--- config.mk ---
export PLATFORM = sky130hd
export DESIGN_NAME = lmbs_ctrl
export DESIGN_NICKNAME = d
export VERILOG_FILES = /design/src/sv/lmbs_pkg.sv /design/src/sv/lmbs_ctrl.sv
export SDC_FILE = /design/constraint.sdc
export NUM_CORES = 1
export LEC_CHECK = 0
export CORE_MARGIN = 2
export CORE_UTILIZATION = 65
export DETAILED_ROUTE_END_ITERATION = 10
export DONT_BUFFER_PORTS = 1
export PLACE_DENSITY = 0.81
export SYNTH_ARGS = -nofsm -noshare
export SYNTH_HDL_FRONTEND = slang
export SYNTH_SLANG_ARGS = --single-unit
export TNS_END_PERCENT = 50
--- constraint.sdc ---
create_clock -name clk -period 7 [get_ports clk]
set_clock_uncertainty 0.15 [all_clocks]
set_input_delay 2.1 -clock clk [delete_from_list [all_inputs] [get_ports clk]]
set_output_delay 2.1 -clock clk [all_outputs]
set_load 0.01 [all_outputs]
--- src/sv/lmbs_pkg.sv ---
// ---------------------------------------------------------------------------
// lmbs_pkg
// Shared types and constants of the LED matrix bit-plane scanner.
// ---------------------------------------------------------------------------
package lmbs_pkg;

  localparam int unsigned MODE_W      = 2;
  localparam int unsigned COLUMN_W    = 6;
  localparam int unsigned ROW_W       = 4;
  localparam int unsigned COLOR_W     = 8;
  localparam int unsigned PIXEL_W     = 3 * COLOR_W;
  localparam int unsigned PLANE_W     = 3;
  localparam int unsigned ROW_ADDR_W  = 3;
  localparam int unsigned ON_TIME_W   = 9;
  localparam int unsigned PWIDTH_W    = 7;
  localparam int unsigned PHEIGHT_W   = 5;
  localparam int unsigned CFG_DATA_W  = 7;
  localparam int unsigned CFG_INDEX_W = 1;

  // Bit positions of the color channels inside a stored pixel.
  localparam int unsigned RED_LSB   = 2 * COLOR_W;
  localparam int unsigned GREEN_LSB = COLOR_W;
  localparam int unsigned BLUE_LSB  = 0;

  localparam logic [PWIDTH_W-1:0]  PANEL_WIDTH_RST  = 7'd32;
  localparam logic [PHEIGHT_W-1:0] PANEL_HEIGHT_RST = 5'd16;

  localparam logic [CFG_INDEX_W-1:0] CFG_PANEL_WIDTH  = 1'b0;
  localparam logic [CFG_INDEX_W-1:0] CFG_PANEL_HEIGHT = 1'b1;

  typedef logic [PIXEL_W-1:0] pixel_t;

  typedef enum logic [MODE_W-1:0] {
    MODE_WRITE = 2'd0,
    MODE_SCAN  = 2'd1,
    MODE_CLEAR = 2'd2,
    MODE_NOP   = 2'd3
  } mode_t;

  typedef enum logic {
    ST_CLEAR = 1'b0,
    ST_IDLE  = 1'b1
  } state_t;

  // Result fields that the controller registers; the color bits are picked
  // from the store read data afterwards.
  typedef struct packed {
    logic                  status;
    logic                  shift;
    logic                  latch;
    logic [ROW_ADDR_W-1:0] row_addr;
    logic [ON_TIME_W-1:0]  on_time_us;
    logic [PLANE_W-1:0]    plane;
  } result_t;

endpackage

--- src/sv/lmbs_ctrl.sv ---
// ---------------------------------------------------------------------------
// lmbs_ctrl
// Request decode, scan position, bit plane, panel size and clear sweep.
// ---------------------------------------------------------------------------
module lmbs_ctrl #(
  parameter int unsigned MAX_WIDTH  = 64,
  parameter int unsigned MAX_HEIGHT = 16,
  parameter int unsigned AW         = 10
) (
  input  logic                              clk,
  input  logic                              rst_n,
  input  logic                              start,
  output logic                              busy,
  input  logic [lmbs_pkg::MODE_W-1:0]       in_mode,
  input  logic [lmbs_pkg::COLUMN_W-1:0]     in_column,
  input  logic [lmbs_pkg::ROW_W-1:0]        in_row,
  input  logic [lmbs_pkg::COLOR_W-1:0]      in_red,
  input  logic [lmbs_pkg::COLOR_W-1:0]      in_green,
  input  logic [lmbs_pkg::COLOR_W-1:0]      in_blue,
  input  logic                              cfg_wr_en,
  input  logic [lmbs_pkg::CFG_INDEX_W-1:0]  cfg_index,
  input  logic [lmbs_pkg::CFG_DATA_W-1:0]   cfg_data,
  output logic                              mem_we,
  output logic [AW-1:0]                     mem_waddr,
  output lmbs_pkg::pixel_t                  mem_wdata,
  output logic                              mem_re,
  output logic [AW-1:0]                     mem_raddr_top,
  output logic [AW-1:0]                     mem_raddr_bot,
  output logic                              res_valid,
  output lmbs_pkg::result_t                 res
);
  import lmbs_pkg::*;

  localparam int unsigned DEPTH     = MAX_WIDTH * MAX_HEIGHT;
  localparam int unsigned EW        = $clog2(MAX_WIDTH + 1);
  localparam int unsigned WW        = (EW > PWIDTH_W) ? EW : PWIDTH_W;
  localparam int unsigned HEW       = $clog2(MAX_HEIGHT + 1);
  localparam int unsigned HW        = (HEW > PHEIGHT_W) ? HEW : PHEIGHT_W;
  localparam int unsigned CLW       = (MAX_WIDTH > 1) ? $clog2(MAX_WIDTH) : 1;
  localparam int unsigned PAIRS_MAX = MAX_HEIGHT / 2;
  localparam int unsigned RPW       = (PAIRS_MAX > 1) ? $clog2(PAIRS_MAX) : 1;

  state_t                 state_r, state_nxt;
  logic [AW-1:0]          clr_cnt_r, clr_cnt_nxt;
  logic [PWIDTH_W-1:0]    panel_width_r;
  logic [PHEIGHT_W-1:0]   panel_height_r;
  logic [CLW-1:0]         scan_col_r, scan_col_nxt;
  logic [RPW-1:0]         scan_row_r, scan_row_nxt;
  logic [PLANE_W-1:0]     plane_r, plane_nxt;
  logic                   res_valid_r;
  result_t                res_r, res_nxt;

  logic                   accept;
  mode_t                  mode;
  logic [WW-1:0]          pw, eff_w;
  logic [HW-1:0]          ph, h_sat, eff_h, pairs;
  logic                   wr_outside;
  logic [AW-1:0]          wr_addr;
  logic [CLW-1:0]         col_n;
  logic [RPW-1:0]         row_n;
  logic                   col_last, row_last;

  assign accept = start && !busy;
  assign mode   = mode_t'(in_mode);

  // Effective panel size, saturated into the range the store can hold; the height is rounded down to even.
  always_comb begin
    pw = WW'(panel_width_r);
    if (pw == '0) begin
      eff_w = WW'(1);
    end else if (pw > WW'(MAX_WIDTH)) begin
      eff_w = WW'(MAX_WIDTH);
    end else begin
      eff_w = pw;
    end
    ph = HW'(panel_height_r);
    if (ph < HW'(2)) begin
      h_sat = HW'(2);
    end else if (ph > HW'(MAX_HEIGHT)) begin
      h_sat = HW'(MAX_HEIGHT);
    end else begin
      h_sat = ph;
    end
    eff_h = {h_sat[HW-1:1], 1'b0};
    pairs = eff_h >> 1;
  end

  assign wr_outside = (WW'(in_column) >= eff_w) || (HW'(in_row) >= eff_h);
  assign wr_addr    = AW'(AW'(in_row) * AW'(MAX_WIDTH)) + AW'(in_column);

  // A scan position left beyond a shrunken panel restarts at zero.
  assign col_n    = (WW'(scan_col_r) >= eff_w) ? '0 : scan_col_r;
  assign row_n    = (HW'(scan_row_r) >= pairs) ? '0 : scan_row_r;
  assign col_last = (WW'(col_n) + WW'(1)) >= eff_w;
  assign row_last = (HW'(row_n) + HW'(1)) >= pairs;

  assign mem_raddr_top = AW'(AW'(row_n) * AW'(MAX_WIDTH)) + AW'(col_n);
  assign mem_raddr_bot = AW'((AW'(row_n) + AW'(pairs)) * AW'(MAX_WIDTH)) + AW'(col_n);

  always_ff @(posedge clk) begin
    if (!rst_n) begin
      panel_width_r  <= PANEL_WIDTH_RST;
      panel_height_r <= PANEL_HEIGHT_RST;
    end else if (cfg_wr_en) begin
      case (cfg_index)
        CFG_PANEL_WIDTH:  panel_width_r  <= cfg_data[PWIDTH_W-1:0];
        CFG_PANEL_HEIGHT: panel_height_r <= cfg_data[PHEIGHT_W-1:0];
        default: ;
      endcase
    end
  end

  // Next state.
  always_comb begin
    state_nxt   = state_r;
    clr_cnt_nxt = clr_cnt_r;
    case (state_r)
      ST_CLEAR: begin
        clr_cnt_nxt = clr_cnt_r + AW'(1);
        if (clr_cnt_r == AW'(DEPTH - 1)) begin
          state_nxt   = ST_IDLE;
          clr_cnt_nxt = '0;
        end
      end
      ST_IDLE: begin
        if (accept && (mode == MODE_CLEAR)) begin
          state_nxt   = ST_CLEAR;
          clr_cnt_nxt = '0;
        end
      end
      default: begin
        state_nxt   = ST_CLEAR;
        clr_cnt_nxt = '0;
      end
    endcase
  end

  // Memory controls and busy.
  always_comb begin
    busy      = 1'b1;
    mem_we    = 1'b0;
    mem_waddr = wr_addr;
    mem_wdata = {in_red, in_green, in_blue};
    mem_re    = 1'b0;
    case (state_r)
      ST_CLEAR: begin
        mem_we    = 1'b1;
        mem_waddr = clr_cnt_r;
        mem_wdata = '0;
      end
      ST_IDLE: begin
        busy   = 1'b0;
        mem_we = accept && (mode == MODE_WRITE) && !wr_outside;
        mem_re = accept && (mode == MODE_SCAN);
      end
      default: ;
    endcase
  end

  // Result fields and scan position update.
  always_comb begin
    res_nxt      = '0;
    scan_col_nxt = scan_col_r;
    scan_row_nxt = scan_row_r;
    plane_nxt    = plane_r;
    if (accept) begin
      case (mode)
        MODE_WRITE: res_nxt.status = wr_outside;
        MODE_SCAN: begin
          res_nxt.shift = 1'b1;
          res_nxt.plane = plane_r;
          if (col_last) begin
            res_nxt.latch      = 1'b1;
            res_nxt.row_addr   = ROW_ADDR_W'(row_n);
            res_nxt.on_time_us = ON_TIME_W'(9'd2 << plane_r);
            scan_col_nxt       = '0;
            if (row_last) begin
              scan_row_nxt = '0;
              plane_nxt    = plane_r + PLANE_W'(1);
            end else begin
              scan_row_nxt = row_n + RPW'(1);
            end
          end else begin
            scan_col_nxt = col_n + CLW'(1);
            scan_row_nxt = row_n;
          end
        end
        default: ;
      endcase
    end
  end

  always_ff @(posedge clk) begin
    if (!rst_n) begin
      state_r     <= ST_CLEAR;
      clr_cnt_r   <= '0;
      scan_col_r  <= '0;
      scan_row_r  <= '0;
      plane_r     <= '0;
      res_valid_r <= 1'b0;
    end else begin
      state_r     <= state_nxt;
      clr_cnt_r   <= clr_cnt_nxt;
      scan_col_r  <= scan_col_nxt;
      scan_row_r  <= scan_row_nxt;
      plane_r     <= plane_nxt;
      res_valid_r <= accept;
    end
  end

  always_ff @(posedge clk) begin
    if (accept) begin
      res_r <= res_nxt;
    end
  end

  assign res_valid = res_valid_r;
  assign res       = res_r;

endmodule

==> impl_results.md <==
* Outcome: complete, no violations
* Synth Area in Compound Gates at 0.134
* CTS tree: built
* Top cell type's share of synthesized area at 0.198
* Mux contribution to synthesized area at 0.0342
* Post-Synthesis Cells at between 400 and 500
* Clock H-tree levels at 2
* Reg-to-reg critical path startpoint: panel_width_r[2]
* Worst reg2reg setup slack at 2.05 ns
* Pwr Total at 0.568 mW
* Worst skew pair latency at between 0.3 and 0.4 ns
* Power share of the clock group at 0.343
* Setup CP Type: primary input to output pin
* Post_cts resized at 0
* Largest net degree at the start of global routing at 48
* Ant. Diodes at 0
* Total grt overflow at 0
* CTS Hold Bufs at 0
* Synth area leaders: dfxtp_1 (20%), edfxtp_1 (14%), ha_1 (13%)
* Cell-internal power at 0.431 mW
* Synthesis Warnings at 0
* NetSw at between 0.1 and 0.15 mW
* Hold Path End: panel_height_r[1]
* Max_cap viols at 0
* Reg clk slew, reported paths at 0.10 ns
* Tot GR Track Use at 0.249
* PortBufs at 0
* Number of setup buffers added after CTS at 0
* DPL Wire Length at 5770 um
* Chip Width at 77.9 um
* Seq/Total Area, Yosys at 0.341
* Chip Height at slightly below 80 um
* Critical path peak fanout at 2
* Initial antenna violation count at 0
* Synth Area in Simple Gates at 0.267
* HP Class: register to register
* CP startpoint kind: primary input
* Mapped cell area at 3550 um2
* Asr flop ratio synth at 0
* Vias in the first global route at 2640
* Min Hold Slack at 0.324 ns
* Initial core utilization at 0.686
* Fin. Hold Viols at 0
* Max-slew violations at 0
* WL per Instance at 15.5 um
* Synth unique cells at 49
* Remaining antenna violation count at 0
* GPL Wtd Cong at a little over 0.8
* Total CTS buffers at 5
* Setup TNS at 0 ns
* IO Count at 124
* Peak supply drop at a little over 0.08 mV
* Tcrit/Tclk final at 0.825
* RSZ-0062 raised after global routing: false
* Comb pwr share at 0.096
* Post-synthesis xor/xnor area fraction at 0.0222
* Final Core Density at 0.706
* Synth Register Bits at 52
* WHS Path Cells at 2
* Sw Share at 0.240
* Power per Cell Area at approximately 160 nW/um2
* CTS Root Buffer Type: clkbuf_8
* Placed Cells at 466
* Post-DR vias/cell at roughly 6
* Share of layout cells above drive strength 1 at 0.0644
* DR pass1 iterations at 4
* Core Box Area at ~5200 um2
* Yosys top cell by area: dfxtp_1
* Post-synth top cells: nand2_1 (50), and2_1 (46), ha_1 (38)
* Req. time, crit path at roughly 4.8 ns
* Filler cells at roughly 400
* DR vias at 2819
* Count leader, synth: nand2_1
* P&R area growth vs syn at 2.96%
* # setup viols final at 0
* Worst Reg2Reg Path Length in Cells at 20
* # nets final at 490
* Final instance count without filler cells at 474
* LEAKAGE at 1.54 nW
* Fmax at 173 MHz
* Crit. End Element: output pin
* Hold_sp: panel_height_r[1]
* Tmin final at ~5.8 ns
* Adder-cell share of the synthesized area at 0.140
* Reg power frac at 0.561
* Critical R2R Capture: res[8]
* First-pass GRT wire length at 12200 um
* Top FF cell, synth: dfxtp_1
* Die area at 6060 um2
* Initial DRC Count at 168
* Final wirelength at approximately 7400 um
* Mean Syn Cell Area at 8.59 um2
* Clk sinks at 52
* Number of synthesized flops with an enable pin at 17
* Largest family of logic cells by synthesized area: simple AND/OR/NAND/NOR gates
* DR DRC count at 0
* # rows at 26
* CP arrival at 3.53 ns
* Clock buffer depth at 2
-- placed cells by master (no fill, tap or decap), drive strengths merged, types with 2 or more instances in the layout --
| cell | n |
|---|---|
| and2 | 46 |
| nor2b | 13 |
| a21boi | 13 |
| clkbuf | 7 |
| ha | 38 |
| buf | 4 |
| a21o | 4 |
| xor2 | 2 |
| nor2 | 19 |
| mux2 | 9 |
| a41o | 3 |
| a21oi | 21 |
| conb | 2 |
| nand3 | 16 |
| nor3 | 8 |
| mux2i | 2 |
| nor3b | 5 |
| a22oi | 3 |
| nand2b | 5 |
| edfxtp | 17 |
| inv | 24 |
| o22ai | 2 |
| o31ai | 2 |
| and3 | 11 |
| dfxtp | 35 |
| nand2 | 50 |
| xnor2 | 7 |
| o21ai | 19 |
| or3 | 2 |
-- sequential cells by signal, summed over array words and instances, names as in the netlist, 3 cells and up --
signal / flops
panel_width_r: 7
res: 17
panel_height_r: 4
scan_row_r: 3
plane_r: 3
clr_cnt_r: 10
scan_col_r: 6
-- final cells by class --
type | instances | area [um2] | area share
clock buffers | 7 | 97.6 | 0.0267
clock inverters | 1 | 8.76 | 0.00240
inverters | 24 | 90.1 | 0.0247
multi-input cells | 316 | 2130 | 0.582
flip-flops and latches | 52 | 1210 | 0.332
well taps | 70 | 87.6 | 0.0240
repair buffers | 4 | 30.0 | 0.00822
-- per-stage QoR --
| stage | setup slack [ns] | instance area, um2 |
|---|---|---|
| global placement | 1.25 | 3550 |
| detailed placement | 1.24 | 3550 |
| floorplan | 1.47 | 3550 |
| finish | 1.22 | 3650 |
| CTS | 1.23 | 3650 |
| global route | 1.11 | 3650 |
-- worst max-delay path, cell delays in order --
cell	delay, ns
inv_1	0.02
ha_1	0.27
nand2b_1	0.14
a21o_1	0.17
a21oi_1	0.18
o21ai_0	0.10
o21ai_0	0.26
a41o_1	0.28
-- how the worst max path moves through the flow --
stage / start / to / slack (ns) / cells after the start
floorplan: in_column[0] / mem_we / 1.47 / 8
global placement: in_column[0] / mem_we / 1.25 / 8
detailed placement: in_column[0] / mem_we / 1.24 / 8
CTS: in_column[0] / mem_we / 1.23 / 8
global route: in_column[0] / mem_we / 1.11 / 8
finish: in_column[0] / mem_we / 1.22 / 8
-- power by group through the flow --
stage	Sequential, mW	Combinational, mW	Clock [mW]
floorplan	0.324	0.0470	0
global placement	0.325	0.0520	0
detailed placement	0.325	0.0540	0
CTS	0.318	0.0545	0.197
global route	0.319	0.0626	0.212
finish	0.319	0.0547	0.194
-- layer usage --
metal  GRT usage  wire length (um)
met1       0.305              3060
met2       0.451              3780
met3      0.0570               492
met4      0.0375                31
met5           0                 0
-- cell families (layout without fill, tap and decap cells) --
family	count (synthesis)	in the layout
AOI/OAI and AO/OA	74	74
xor gates and xnor gates	9	9
adders and majority gates	39	39
buffers and inverters	46	36
DFF	52	52
muxes	11	11
other	1	2
and+or+nand+nor	181	181
(Power assumes the default switching activity.)
